===== src/hw/rtl/dipc_pkg.sv =====
package dipc_pkg;

  localparam int unsigned TimeoutW = 24;
  localparam int unsigned CfgIdxW  = 3;
  localparam int unsigned CfgDataW = 24;

  // Mode as a one-hot state; power_mode carries the 2-bit code
  typedef enum logic [2:0] {
    ModeActive = 3'b001,
    ModeDimmed = 3'b010,
    ModeOff    = 3'b100
  } mode_e;

  typedef enum logic [1:0] {
    ReqTick     = 2'd0,
    ReqActivity = 2'd1,
    ReqWeak     = 2'd2,
    ReqForceOff = 2'd3
  } req_e;

  typedef enum logic [CfgIdxW-1:0] {
    CfgDimTimeout = 3'd0,
    CfgOffTimeout = 3'd1,
    CfgBrightness = 3'd2,
    CfgDimLevel   = 3'd3,
    CfgKbAutoOn   = 3'd4,
    CfgKbAutoOff  = 3'd5
  } cfg_idx_e;

  localparam logic [1:0] PowerActive = 2'd0;
  localparam logic [1:0] PowerDimmed = 2'd1;
  localparam logic [1:0] PowerOff    = 2'd2;

  localparam logic [TimeoutW-1:0] DimTimeoutRst = 24'd30000;
  localparam logic [TimeoutW-1:0] OffTimeoutRst = 24'd60000;
  localparam logic [7:0]          DimLevelRst   = 8'd20;

  localparam logic [7:0] PwmMin    = 8'd6;
  localparam logic [7:0] PwmMax    = 8'd255;
  localparam logic [6:0] BrightMax = 7'd100;
  // 249 * ceil(2^21 / 99): (p - 1) * 249 / 99 == ((p - 1) * BrightRecip) >> 21 for p <= 99
  localparam int unsigned BrightShift = 21;
  localparam logic [29:0] BrightRecip = 30'd5274816;

  typedef struct packed {
    logic [TimeoutW-1:0] dim_timeout;
    logic [TimeoutW-1:0] off_timeout;
    logic [7:0]          bright_pwm;
    logic [7:0]          dim_level;
    logic                kb_auto_on;
    logic                kb_auto_off;
  } cfg_t;

  typedef struct packed {
    logic [1:0] power_mode;
    logic       mode_changed;
    logic       pwm_write;
    logic [7:0] pwm_duty;
    logic       display_wake;
    logic       display_sleep;
    logic       kb_light_on;
    logic       kb_light_off;
  } res_t;

  function automatic logic [7:0] bright_to_pwm(logic [6:0] pct);
    logic [6:0]  pc;
    logic [29:0] prod;
    logic [7:0]  q;
    pc = (pct == 7'd0) ? 7'd1 : pct;
    prod = 30'(pc - 7'd1) * BrightRecip;
    q = prod[BrightShift +: 8];
    if (pc >= BrightMax) begin
      return PwmMax;
    end
    return PwmMin + q;
  endfunction

endpackage


===== src/hw/rtl/dipc_req_if.sv =====
interface dipc_req_if;
  logic       valid;
  logic       ready;
  logic [1:0] req_type;
  logic       kb_lit_now;

  modport source (output valid, output req_type, output kb_lit_now, input ready);
  modport sink (input valid, input req_type, input kb_lit_now, output ready);
endinterface


===== src/hw/rtl/dipc_res_if.sv =====
interface dipc_res_if;
  logic       valid;
  logic       ready;
  logic [1:0] power_mode;
  logic       mode_changed;
  logic       pwm_write;
  logic [7:0] pwm_duty;
  logic       display_wake;
  logic       display_sleep;
  logic       kb_light_on;
  logic       kb_light_off;

  modport source (
    output valid, output power_mode, output mode_changed, output pwm_write,
    output pwm_duty, output display_wake, output display_sleep,
    output kb_light_on, output kb_light_off, input ready
  );
  modport sink (
    input valid, input power_mode, input mode_changed, input pwm_write,
    input pwm_duty, input display_wake, input display_sleep,
    input kb_light_on, input kb_light_off, output ready
  );
endinterface


===== src/hw/rtl/dipc_cfg_if.sv =====
interface dipc_cfg_if;
  logic                           valid;
  logic                           ready;
  logic [dipc_pkg::CfgIdxW-1:0]  index;
  logic [dipc_pkg::CfgDataW-1:0] data;

  modport source (output valid, output index, output data, input ready);
  modport sink (input valid, input index, input data, output ready);
endinterface


===== src/hw/rtl/display_idle_power_controller.sv =====
// Screen power controller: active, dimmed and off, driven by 1 ms ticks and user
// events on the request channel, one result item per request item. Throughput is one
// item per clock while the result channel does not stall; a request is registered,
// evaluated against the mode and idle counter once the result register is free, and
// lands in the result register. A stalled result lets one more request wait in the
// input register before the request channel stalls. Brightness is converted to a PWM
// duty when the register is written, so the per-item path holds only the timeout
// compares and the mode update. Registers are to be written through the config
// channel only while no item is in flight; the block itself does not enforce this.
module display_idle_power_controller #(
  parameter int unsigned IDLE_BITS = 24
) (
  input logic        clk_i,
  input logic        rst_ni,
  dipc_req_if.sink   req_i,
  dipc_res_if.source res_o,
  dipc_cfg_if.sink   cfg_i
);

  dipc_pkg::cfg_t cfg_q, cfg_d;
  logic           cfg_wr;

  logic           s1_valid_q, s1_valid_d;
  logic [1:0]     s1_req_q;
  logic           s1_kb_q;
  logic           out_valid_q, out_valid_d;
  dipc_pkg::res_t out_res_q, step_res;
  logic           accept, advance;

  assign cfg_i.ready = 1'b1;
  assign cfg_wr      = cfg_i.valid && cfg_i.ready;

  always_comb begin
    cfg_d = cfg_q;
    if (cfg_wr) begin
      unique case (cfg_i.index)
        dipc_pkg::CfgDimTimeout: cfg_d.dim_timeout = cfg_i.data;
        dipc_pkg::CfgOffTimeout: cfg_d.off_timeout = cfg_i.data;
        dipc_pkg::CfgBrightness: cfg_d.bright_pwm  = dipc_pkg::bright_to_pwm(cfg_i.data[6:0]);
        dipc_pkg::CfgDimLevel:   cfg_d.dim_level   = cfg_i.data[7:0];
        dipc_pkg::CfgKbAutoOn:   cfg_d.kb_auto_on  = cfg_i.data[0];
        dipc_pkg::CfgKbAutoOff:  cfg_d.kb_auto_off = cfg_i.data[0];
        default: ;
      endcase
    end
  end

  always_ff @(posedge clk_i or negedge rst_ni) begin
    if (!rst_ni) begin
      cfg_q.dim_timeout <= dipc_pkg::DimTimeoutRst;
      cfg_q.off_timeout <= dipc_pkg::OffTimeoutRst;
      cfg_q.bright_pwm  <= dipc_pkg::PwmMax;
      cfg_q.dim_level   <= dipc_pkg::DimLevelRst;
      cfg_q.kb_auto_on  <= 1'b0;
      cfg_q.kb_auto_off <= 1'b0;
    end else begin
      cfg_q <= cfg_d;
    end
  end

  // two-entry pipe: input register, then result register
  assign advance     = s1_valid_q && (!out_valid_q || res_o.ready);
  assign req_i.ready = !s1_valid_q || advance;
  assign accept      = req_i.valid && req_i.ready;

  always_comb begin
    s1_valid_d = s1_valid_q;
    if (accept) begin
      s1_valid_d = 1'b1;
    end else if (advance) begin
      s1_valid_d = 1'b0;
    end
    out_valid_d = out_valid_q;
    if (advance) begin
      out_valid_d = 1'b1;
    end else if (res_o.ready) begin
      out_valid_d = 1'b0;
    end
  end

  always_ff @(posedge clk_i or negedge rst_ni) begin
    if (!rst_ni) begin
      s1_valid_q  <= 1'b0;
      out_valid_q <= 1'b0;
    end else begin
      s1_valid_q  <= s1_valid_d;
      out_valid_q <= out_valid_d;
    end
  end

  always_ff @(posedge clk_i) begin
    if (accept) begin
      s1_req_q <= req_i.req_type;
      s1_kb_q  <= req_i.kb_lit_now;
    end
    if (advance) begin
      out_res_q <= step_res;
    end
  end

  dipc_ctrl #(
    .IDLE_BITS(IDLE_BITS)
  ) u_ctrl (
    .clk_i       (clk_i),
    .rst_ni      (rst_ni),
    .step_i      (advance),
    .req_type_i  (s1_req_q),
    .kb_lit_now_i(s1_kb_q),
    .cfg_i       (cfg_q),
    .res_o       (step_res)
  );

  assign res_o.valid         = out_valid_q;
  assign res_o.power_mode    = out_res_q.power_mode;
  assign res_o.mode_changed  = out_res_q.mode_changed;
  assign res_o.pwm_write     = out_res_q.pwm_write;
  assign res_o.pwm_duty      = out_res_q.pwm_duty;
  assign res_o.display_wake  = out_res_q.display_wake;
  assign res_o.display_sleep = out_res_q.display_sleep;
  assign res_o.kb_light_on   = out_res_q.kb_light_on;
  assign res_o.kb_light_off  = out_res_q.kb_light_off;

endmodule


===== src/hw/rtl/dipc_ctrl.sv =====
module dipc_ctrl #(
  parameter int unsigned IDLE_BITS = 24
) (
  input  logic             clk_i,
  input  logic             rst_ni,
  input  logic             step_i,
  input  logic [1:0]       req_type_i,
  input  logic             kb_lit_now_i,
  input  dipc_pkg::cfg_t   cfg_i,
  output dipc_pkg::res_t   res_o
);

  localparam int unsigned CmpW =
    (IDLE_BITS > dipc_pkg::TimeoutW) ? IDLE_BITS : dipc_pkg::TimeoutW;

  dipc_pkg::mode_e        mode_q, mode_d, target;
  logic [IDLE_BITS-1:0]   idle_q, idle_d, idle_inc;
  logic                   just_woke_q, just_woke_d;
  logic                   kb_was_lit_q, kb_was_lit_d;
  logic                   off_hit, dim_hit;

  always_comb begin
    idle_inc = (&idle_q) ? idle_q : idle_q + 1'b1;
    off_hit = (cfg_i.off_timeout != '0) &&
              (CmpW'(idle_inc) >= CmpW'(cfg_i.off_timeout));
    dim_hit = (cfg_i.dim_timeout != '0) &&
              (CmpW'(idle_inc) >= CmpW'(cfg_i.dim_timeout));

    target      = mode_q;
    idle_d      = idle_q;
    just_woke_d = just_woke_q;

    unique case (dipc_pkg::req_e'(req_type_i))
      dipc_pkg::ReqTick: begin
        idle_d      = idle_inc;
        just_woke_d = 1'b0;
        if (mode_q == dipc_pkg::ModeActive) begin
          if (off_hit) begin
            target = dipc_pkg::ModeOff;
          end else if (dim_hit) begin
            target = dipc_pkg::ModeDimmed;
          end
        end else if (mode_q == dipc_pkg::ModeDimmed && off_hit) begin
          target = dipc_pkg::ModeOff;
        end
      end
      dipc_pkg::ReqActivity: begin
        idle_d = '0;
        if (mode_q == dipc_pkg::ModeOff) begin
          just_woke_d = 1'b1;
        end
        target = dipc_pkg::ModeActive;
      end
      dipc_pkg::ReqWeak: begin
        idle_d = '0;
        if (mode_q == dipc_pkg::ModeDimmed) begin
          target = dipc_pkg::ModeActive;
        end
      end
      dipc_pkg::ReqForceOff: begin
        // a force-off right after waking from off is swallowed once
        if (just_woke_q) begin
          just_woke_d = 1'b0;
        end else begin
          target = dipc_pkg::ModeOff;
        end
      end
    endcase
  end

  always_comb begin
    res_o        = '0;
    mode_d       = target;
    kb_was_lit_d = kb_was_lit_q;

    if (target != mode_q) begin
      res_o.mode_changed = 1'b1;
      unique case (target)
        dipc_pkg::ModeActive: begin
          res_o.pwm_write    = 1'b1;
          res_o.pwm_duty     = cfg_i.bright_pwm;
          res_o.display_wake = (mode_q == dipc_pkg::ModeOff);
          res_o.kb_light_on  = cfg_i.kb_auto_on ||
                               ((mode_q == dipc_pkg::ModeOff) && kb_was_lit_q);
        end
        dipc_pkg::ModeDimmed: begin
          res_o.pwm_write    = 1'b1;
          res_o.pwm_duty     = cfg_i.dim_level;
          res_o.kb_light_off = cfg_i.kb_auto_off;
        end
        dipc_pkg::ModeOff: begin
          res_o.display_sleep = 1'b1;
          res_o.kb_light_off  = 1'b1;
          kb_was_lit_d        = kb_lit_now_i;
        end
        default: ;
      endcase
    end

    unique case (target)
      dipc_pkg::ModeActive: res_o.power_mode = dipc_pkg::PowerActive;
      dipc_pkg::ModeDimmed: res_o.power_mode = dipc_pkg::PowerDimmed;
      dipc_pkg::ModeOff:    res_o.power_mode = dipc_pkg::PowerOff;
      default:              res_o.power_mode = dipc_pkg::PowerActive;
    endcase
  end

  always_ff @(posedge clk_i or negedge rst_ni) begin
    if (!rst_ni) begin
      mode_q       <= dipc_pkg::ModeActive;
      idle_q       <= '0;
      just_woke_q  <= 1'b0;
      kb_was_lit_q <= 1'b0;
    end else if (step_i) begin
      mode_q       <= mode_d;
      idle_q       <= idle_d;
      just_woke_q  <= just_woke_d;
      kb_was_lit_q <= kb_was_lit_d;
    end
  end

endmodule


===== src/flat_wrapper.sv =====
// flat-port wrapper written by rule: the top's interface ports become plain ports
module display_idle_power_controller_flat 
#(
  parameter int unsigned IDLE_BITS = 24
)
  (clk_i, rst_ni, req_i_valid, req_i_req_type, req_i_kb_lit_now, req_i_ready, res_o_valid, res_o_power_mode, res_o_mode_changed, res_o_pwm_write, res_o_pwm_duty, res_o_display_wake, res_o_display_sleep, res_o_kb_light_on, res_o_kb_light_off, res_o_ready, cfg_i_valid, cfg_i_index, cfg_i_data, cfg_i_ready);
  dipc_req_if req_i_i ();
  dipc_res_if res_o_i ();
  dipc_cfg_if cfg_i_i ();
  input logic clk_i;
  input logic rst_ni;
  input wire logic [$bits(req_i_i.valid)-1:0] req_i_valid;
  input wire logic [$bits(req_i_i.req_type)-1:0] req_i_req_type;
  input wire logic [$bits(req_i_i.kb_lit_now)-1:0] req_i_kb_lit_now;
  output wire logic [$bits(req_i_i.ready)-1:0] req_i_ready;
  output wire logic [$bits(res_o_i.valid)-1:0] res_o_valid;
  output wire logic [$bits(res_o_i.power_mode)-1:0] res_o_power_mode;
  output wire logic [$bits(res_o_i.mode_changed)-1:0] res_o_mode_changed;
  output wire logic [$bits(res_o_i.pwm_write)-1:0] res_o_pwm_write;
  output wire logic [$bits(res_o_i.pwm_duty)-1:0] res_o_pwm_duty;
  output wire logic [$bits(res_o_i.display_wake)-1:0] res_o_display_wake;
  output wire logic [$bits(res_o_i.display_sleep)-1:0] res_o_display_sleep;
  output wire logic [$bits(res_o_i.kb_light_on)-1:0] res_o_kb_light_on;
  output wire logic [$bits(res_o_i.kb_light_off)-1:0] res_o_kb_light_off;
  input wire logic [$bits(res_o_i.ready)-1:0] res_o_ready;
  input wire logic [$bits(cfg_i_i.valid)-1:0] cfg_i_valid;
  input wire logic [$bits(cfg_i_i.index)-1:0] cfg_i_index;
  input wire logic [$bits(cfg_i_i.data)-1:0] cfg_i_data;
  output wire logic [$bits(cfg_i_i.ready)-1:0] cfg_i_ready;
  assign req_i_i.valid = req_i_valid;
  assign req_i_i.req_type = req_i_req_type;
  assign req_i_i.kb_lit_now = req_i_kb_lit_now;
  assign req_i_ready = req_i_i.ready;
  assign res_o_valid = res_o_i.valid;
  assign res_o_power_mode = res_o_i.power_mode;
  assign res_o_mode_changed = res_o_i.mode_changed;
  assign res_o_pwm_write = res_o_i.pwm_write;
  assign res_o_pwm_duty = res_o_i.pwm_duty;
  assign res_o_display_wake = res_o_i.display_wake;
  assign res_o_display_sleep = res_o_i.display_sleep;
  assign res_o_kb_light_on = res_o_i.kb_light_on;
  assign res_o_kb_light_off = res_o_i.kb_light_off;
  assign res_o_i.ready = res_o_ready;
  assign cfg_i_i.valid = cfg_i_valid;
  assign cfg_i_i.index = cfg_i_index;
  assign cfg_i_i.data = cfg_i_data;
  assign cfg_i_ready = cfg_i_i.ready;
  display_idle_power_controller #(.IDLE_BITS(IDLE_BITS)) u_core (.clk_i(clk_i), .rst_ni(rst_ni), .req_i(req_i_i), .res_o(res_o_i), .cfg_i(cfg_i_i));
endmodule

===== config.mk =====
export PLATFORM = sky130hd
export DESIGN_NAME = display_idle_power_controller_flat
export DESIGN_NICKNAME = d
export VERILOG_FILES = /design/src/hw/rtl/dipc_pkg.sv /design/src/hw/rtl/dipc_req_if.sv /design/src/hw/rtl/dipc_res_if.sv /design/src/hw/rtl/dipc_cfg_if.sv /design/src/hw/rtl/display_idle_power_controller.sv /design/src/hw/rtl/dipc_ctrl.sv /design/src/flat_wrapper.sv
export SDC_FILE = /design/constraint.sdc
export NUM_CORES = 1
export LEC_CHECK = 0
export ABC_AREA = 1
export ABC_CLOCK_PERIOD_IN_PS = 3390
export BUFFER_PORTS_ARGS = -buffer_cell sky130_fd_sc_hd__buf_4
export CAP_MARGIN = 5
export CORE_AREA = 4 4 163 150
export DETAILED_ROUTE_END_ITERATION = 10
export DIE_AREA = 0 0 167 154
export SETUP_SLACK_MARGIN = 0.3
export SLEW_MARGIN = 20
export SYNTH_ARGS = -nofsm -noshare
export SYNTH_HDL_FRONTEND = slang
export SYNTH_SLANG_ARGS = --single-unit
export TNS_END_PERCENT = 5

===== constraint.sdc =====
create_clock -name clk_i -period 3.39 [get_ports clk_i]
set_input_delay 0 -clock clk_i [delete_from_list [all_inputs] [get_ports clk_i]]
set_output_delay 0 -clock clk_i [all_outputs]
set_load 0.03 [all_outputs]

Word level (Yosys, flattened, before mapping)
Index checks and enable logic that the tools add are counted.
{ "word_totals": {"reg_bits": 116, "latchBits": 0, "ramBits": 0, "mem_bits_ro": 0, "in_bits": 35, "output_inout_bits": 19, "memories": 0} }
{ "classes": {"add_sub_neg": 3, "mul": 1, "n_div": 0, "magnitude_cmp": 3, "n_eq_ne": 16, "shift": 0, "mux": 28, "bitwise_logic": 0, "n_reduce_logical": 33} }
{ "ops": {"columns": ["cell", "count"], "rows": [
  ["$ge 24x24->1", 2],
  ["$pmux 24 s2", 1],
  ["$reduce_bool 24->1", 2],
  ["$mul 30x17->23 const B", 1],
  ["$add 24x1->24 const B", 1],
  ["$mux 24", 1],
  ["$reduce_and 24->1", 1],
  ["$mux 3", 6],
  ["$pmux 9 s2", 1],
  ["$mux 8", 2],
  ["$reduce_and 2->1", 8],
  ["$mux 14", 1],
  ["$eq 3x2->1 const B", 4],
  ["$eq 3x3->1 const B", 4],
  ["$pmux 3 s4", 1],
  ["$mux 1", 11],
  ["$eq 3x1->1 const B", 3],
  ["$add 3x8->8 const A", 1],
  ["$reduce_bool 2->1", 4],
  ["$sub 7x1->8 const B", 1],
  ["$ge 7x7->1 const B", 1],
  ["$logic_not 7->1", 1],
  ["$mux 7", 1],
  ["$logic_and 1x1->1", 6],
  ["12 further kinds", 19]
]} }

Longest topological paths before layout
{ "logic_depth": {"ltp_word": 11, "mapped_depth": 39, "ltp_nobuf": 39} }

By module
From an unflattened synthesis, not the netlist that was laid out.
{ "unflattened": {"hier_cells": 1369, "area_unflattened_um2": 10497.6} }
{ "by_module_without_submodules": {"columns": ["module", "instances", "cells_each", "area_each_um2", "seq_area_each_um2"], "rows": [
  ["display_idle_power_controller", 1, 784, 6759.0, 2302.2],
  ["dipc_ctrl", 1, 585, 3738.6, 726.9]
]} }

Least setup slack after synthesis
OpenSTA, ideal clock, no wires.
{ "synth_path": {"kind": "input to register", "startpoint": "input cfg_i_data[4]", "endpoint": "register u_core.cfg_q[17] (netlist bit)", "setup_time_ns": 0.072, "t_arrival_ns": 5.637, "t_required_ns": 3.318, "slack_ns": -2.319, "stages": 34, "n_path_buf": 0, "cell_sequence": "nor2_2 nand3_2 o21ai_2 inv_2 ha_1 nand2_1 nor2_1 xor2_1 inv_1 ha_1 inv_1 xor2_1 fa_1 inv_1 ha_1 ha_1 fa_1 inv_1 fa_1 inv_1 ha_1 a21o_1 a21oi_1 nor2_1 nor2_1 nand2_1 xnor2_1 ha_1 nor2_1 nand3_1 nand3_1 nand3_1 nand2_1 inv_1"} }
{ "synth_via": {"elab_chain_len": 7} }
{ "synth_lines": {"columns": ["element", "line", "rtl"], "rows": [
  ["start, declared", "flat_wrapper.sv:28", "input wire logic [$bits(cfg_i_i.data)-1:0] cfg_i_data;"],
  ["$logic_not 7->1", "dipc_pkg.sv:69", "pc = (pct == 7'd0) ? 7'd1 : pct;"],
  ["$mux 7 (*)", "dipc_pkg.sv:69", null],
  ["parallel branches: the longest is 4 deep, another holds $mul 30x17->23", null, null],
  ["$mux 8 (*)", "dipc_pkg.sv:75", "return PwmMin + q;"],
  ["end signal, assigned", "display_idle_power_controller.sv:57", "cfg_q <= cfg_d;"],
  ["end, declared", "display_idle_power_controller.sv:20", "dipc_pkg::cfg_t cfg_q, cfg_d;"]
]} }
Every way passes the cells marked *. The select of a mux whose other input is x is not followed.
A chain may end at the register's enable or synchronous reset.

Worst setup path after layout
Same ends and word-level chain as after synthesis.

==> flow_summary.json <==
{
  "die_y_um": 154,
  "power_density_nw_per_um2": 646,
  "h-tree-depth": 4,
  "cts-root-buf": "clkbuf_16",
  "grt_max_degree": 49,
  "vias": 8977,
  "switching_power_uw": 3610,
  "slew_headroom_pct": 49.3,
  "synth_edf_count": 19,
  "drc": 0,
  "startpoint_type": "primary input",
  "place_ws_ns": -2.26,
  "cts_tree": "yes",
  "fillers": 2024,
  "synthArstFlopShare_pct": 83.6,
  "drt_first_pass_iters": 5,
  "failed_checks": "setup timing",
  "synth_area_leader_cell": "dfrtp_1",
  "yosysWarningCount": 0,
  "maxSlewViolCount": 0,
  "p_sw_share_pct": 40.2,
  "skew_ns": 0.00805,
  "power_frac_comb_pct": 58.0,
  "endpoint_kind": "flop",
  "nets": 1770,
  "period_minus_slack_ns": 5.01,
  "grt_pass1_vias": 9429,
  "first_iter_violations": 481,
  "ant_nets": 0,
  "max_stage_delay_ns": 0.50,
  "layout_common_cells": "280 x inv_1, 254 x nand2_1, 229 x buf_4",
  "place_congestion": 0.900,
  "antenna_found_initial": 0,
  "synth_area_leaders": "dfrtp_1 18%, ha_1 18%, inv_1 11%",
  "die_w_um": 167,
  "clock.fmax_ghz": 0.200,
  "grt_pass1_wl_um": 45200,
  "start_util_pct": 44.1,
  "worst_slew_pin_slew_ns": 0.756,
  "crit_slowest_cell": "fa_1",
  "io_pins": 54,
  "cp-startpoint": "cfg_i_data[4]",
  "cts_buffers": 17,
  "gr-total-overflow": 0,
  "synth.ff_latch_count": 116,
  "grt_usage_pct": 21.3,
  "synth_cells": 1292,
  "finalSetupTns_ns": -21.49,
  "yosysSeqAreaShare_pct": 30.0,
  "dieArea_um2": 25700,
  "status": "complete, but fails checks",
  "arrival_ns": 5.36,
  "r2r_start": "u_core.u_ctrl.idle_q[0]",
  "num_antenna_cells": 0,
  "min_from": "cfg_i_data[5]",
  "wl_met3_um": 839,
  "vdd_ir_drop_max_mv": 0.837,
  "syn-num-nets": 1503,
  "setup_viol_count_final": 28,
  "clkSinkCount": 116,
  "port_buffers": 52,
  "drive_above_1_share_pct": 28.2,
  "wl_met2_um": 12300,
  "drt-met1-wl_um": 12500,
  "syn_area_um2": 10100,
  "synth_top_area_share_pct": 17.9,
  "synth_ff_type": "dfrtp_1",
  "period_share_pct": 148,
  "worstSetupPathType": "in2reg",
  "setup_ws_ns": -1.62,
  "hp-class": "in2reg",
  "drv_cap": 0,
  "required_ns": 3.74,
  "clkLatencyLatePin_ns": 0.42,
  "hold_viol_final": 0,
  "core_um2": 22900,
  "rsz0062_at_grt": "yes",
  "syn_area_per_cell_um2": 7.81,
  "crit_fanout": 4,
  "syn_to_final_growth_pct": 37.6,
  "dpl.hpwl_um": 20400,
  "viasPerCell": 4.79,
  "layout_commonest_cell": "inv_1",
  "power_leakage_uw": 0.00737,
  "p_seq_share_pct": 21.4,
  "synth_cell_types": 48,
  "clkSlewWorstSetupHoldPaths_ns": 0.05,
  "intPower_uw": 5360,
  "rows": 53,
  "p_clk_share_pct": 20.6,
  "wl_per_cell_um": 13.9,
  "drt_wl_total_um": 26000,
  "clk_path_buf_depth": 2,
  "dr.max_layer_used": "met4"
}
[worst max-delay path, delay by kind of cell]
kind                     cells  cell delay, ns
adder cells (fa/ha/maj)      8            2.64
XOR/XNOR                     1            0.23
AO/OA/AOI/OAI                4            0.68
AND/OR/NAND/NOR             12            1.04
buffers and inverters       10            0.74
[cell families (layout without fill, tap and decap cells)]
| family | count (synthesis) | after routing | synth area share, % |
|---|---|---|---|
| XOR/XNOR | 42 | 42 | 3.79 |
| flip-flops | 116 | 116 | 30.0 |
| AND/OR/NAND/NOR | 446 | 446 | 19.7 |
| buffers and inverters | 331 | 611 | 12.5 |
| AO/OA/AOI/OAI | 179 | 179 | 9.66 |
| other | 2 | 2 | 0.0744 |
| adder cells (fa/ha/maj) | 176 | 176 | 24.3 |
[cells in the mapped netlist (6+ instances only)]
cell / n
dfstp_2: 25
o21ai_0: 100
nand4_1: 21
ha_1: 143
edfxtp_1: 19
a21oi_1: 41
fa_1: 33
clkbuf_1: 16
nor2_2: 6
o22ai_1: 15
nand3_1: 39
nor4_1: 7
xnor2_1: 7
a21o_1: 8
nand2_1: 272
inv_1: 300
dfrtp_1: 72
nor2_1: 59
inv_2: 8
xor2_1: 33
nor3_1: 15
[metal layers]
metal | up-vias | GRT usage [%]
met5 | - | 0
met4 | 0 | 5.96
met3 | 37 | 3.47
met2 | 129 | 35.4
met1 | 4211 | 28.9
li1 | 4600 | -
[state kept, by name (all words and copies together) (netlist names)]
signal,flops
u_core.cfg_q,66
u_core.res_o.display_sleep,1
u_core.res_o.display_wake,1
u_core.res_o.kb_light_off,1
u_core.res_o.kb_light_on,1
u_core.res_o.mode_changed,1
u_core.res_o.power_mode,2
u_core.res_o.pwm_duty,8
u_core.res_o.pwm_write,1
u_core.res_o.valid,1
u_core.s1_kb_q,1
u_core.s1_req_q,2
u_core.s1_valid_q,1
u_core.u_ctrl.idle_q,24
u_core.u_ctrl.just_woke_q,1
u_core.u_ctrl.kb_was_lit_q,1
u_core.u_ctrl.mode_q,3
[area by class of cell]
cell class                 instances  area, µm²  share of cell area (%)
clock buffer                      23        478                    3.44
clock inverter                     9        128                   0.919
inverter                         311       1180                    8.49
multi-input combinational        845       6570                    47.3
sequential                       116       3030                    21.8
tap                              302        378                    2.72
timing repair buffer             268       2130                    15.3
[worst paths after layout]
path / endpoint / slack, ns / cells past startpoint
min: u_core.cfg_q[47] / 0.008 / 4
min in group asynchronous: u_core.cfg_q[26] / 0.14 / 2
max reg2reg: u_core.res_o.kb_light_off / -0.59 / 23
max in group asynchronous: u_core.cfg_q[52] / 2.36 / 3
max: u_core.cfg_q[17] / -1.62 / 35
min reg2reg: u_core.cfg_q[3] / 0.49 / 2
[power by group through the flow]
| stage | sequential, µW | combinational [µW] | clock [µW] |
|---|---|---|---|
| global route | 1950 | 5890 | 1940 |
| finish | 1920 | 5210 | 1850 |
| global placement | 1930 | 4170 | 0 |
| CTS | 1910 | 4850 | 1870 |
| detailed placement | 1930 | 4240 | 0 |
| floorplan | 1990 | 2710 | 0 |
[stage by stage]
step                      total power, µW  area, µm²  hold slack (ns)  cells  util, %
after floorplan                      4700      10300           -0.296   1292        -
after global placement               6100      12200           0.0677   1787     53.3
after detailed placement             6170      12200           0.0651   1787     53.3
after CTS                            8640      13600           0.0157   1870     59.5
after global routing                 9780      13900           0.0345   1874     60.7
final                                8970      13900          0.00776   1874     60.7
[what timing repair did]
item | in CTS | in global routing
setup endpoints to repair | 28 | 28
resized for setup | 62 | 53
setup buffers | 20 | 4
hold endpoints to repair | 86 | 0
hold buffers | 31 | 0
pin swaps | 48 | 50
(Power assumes the default switching activity.)
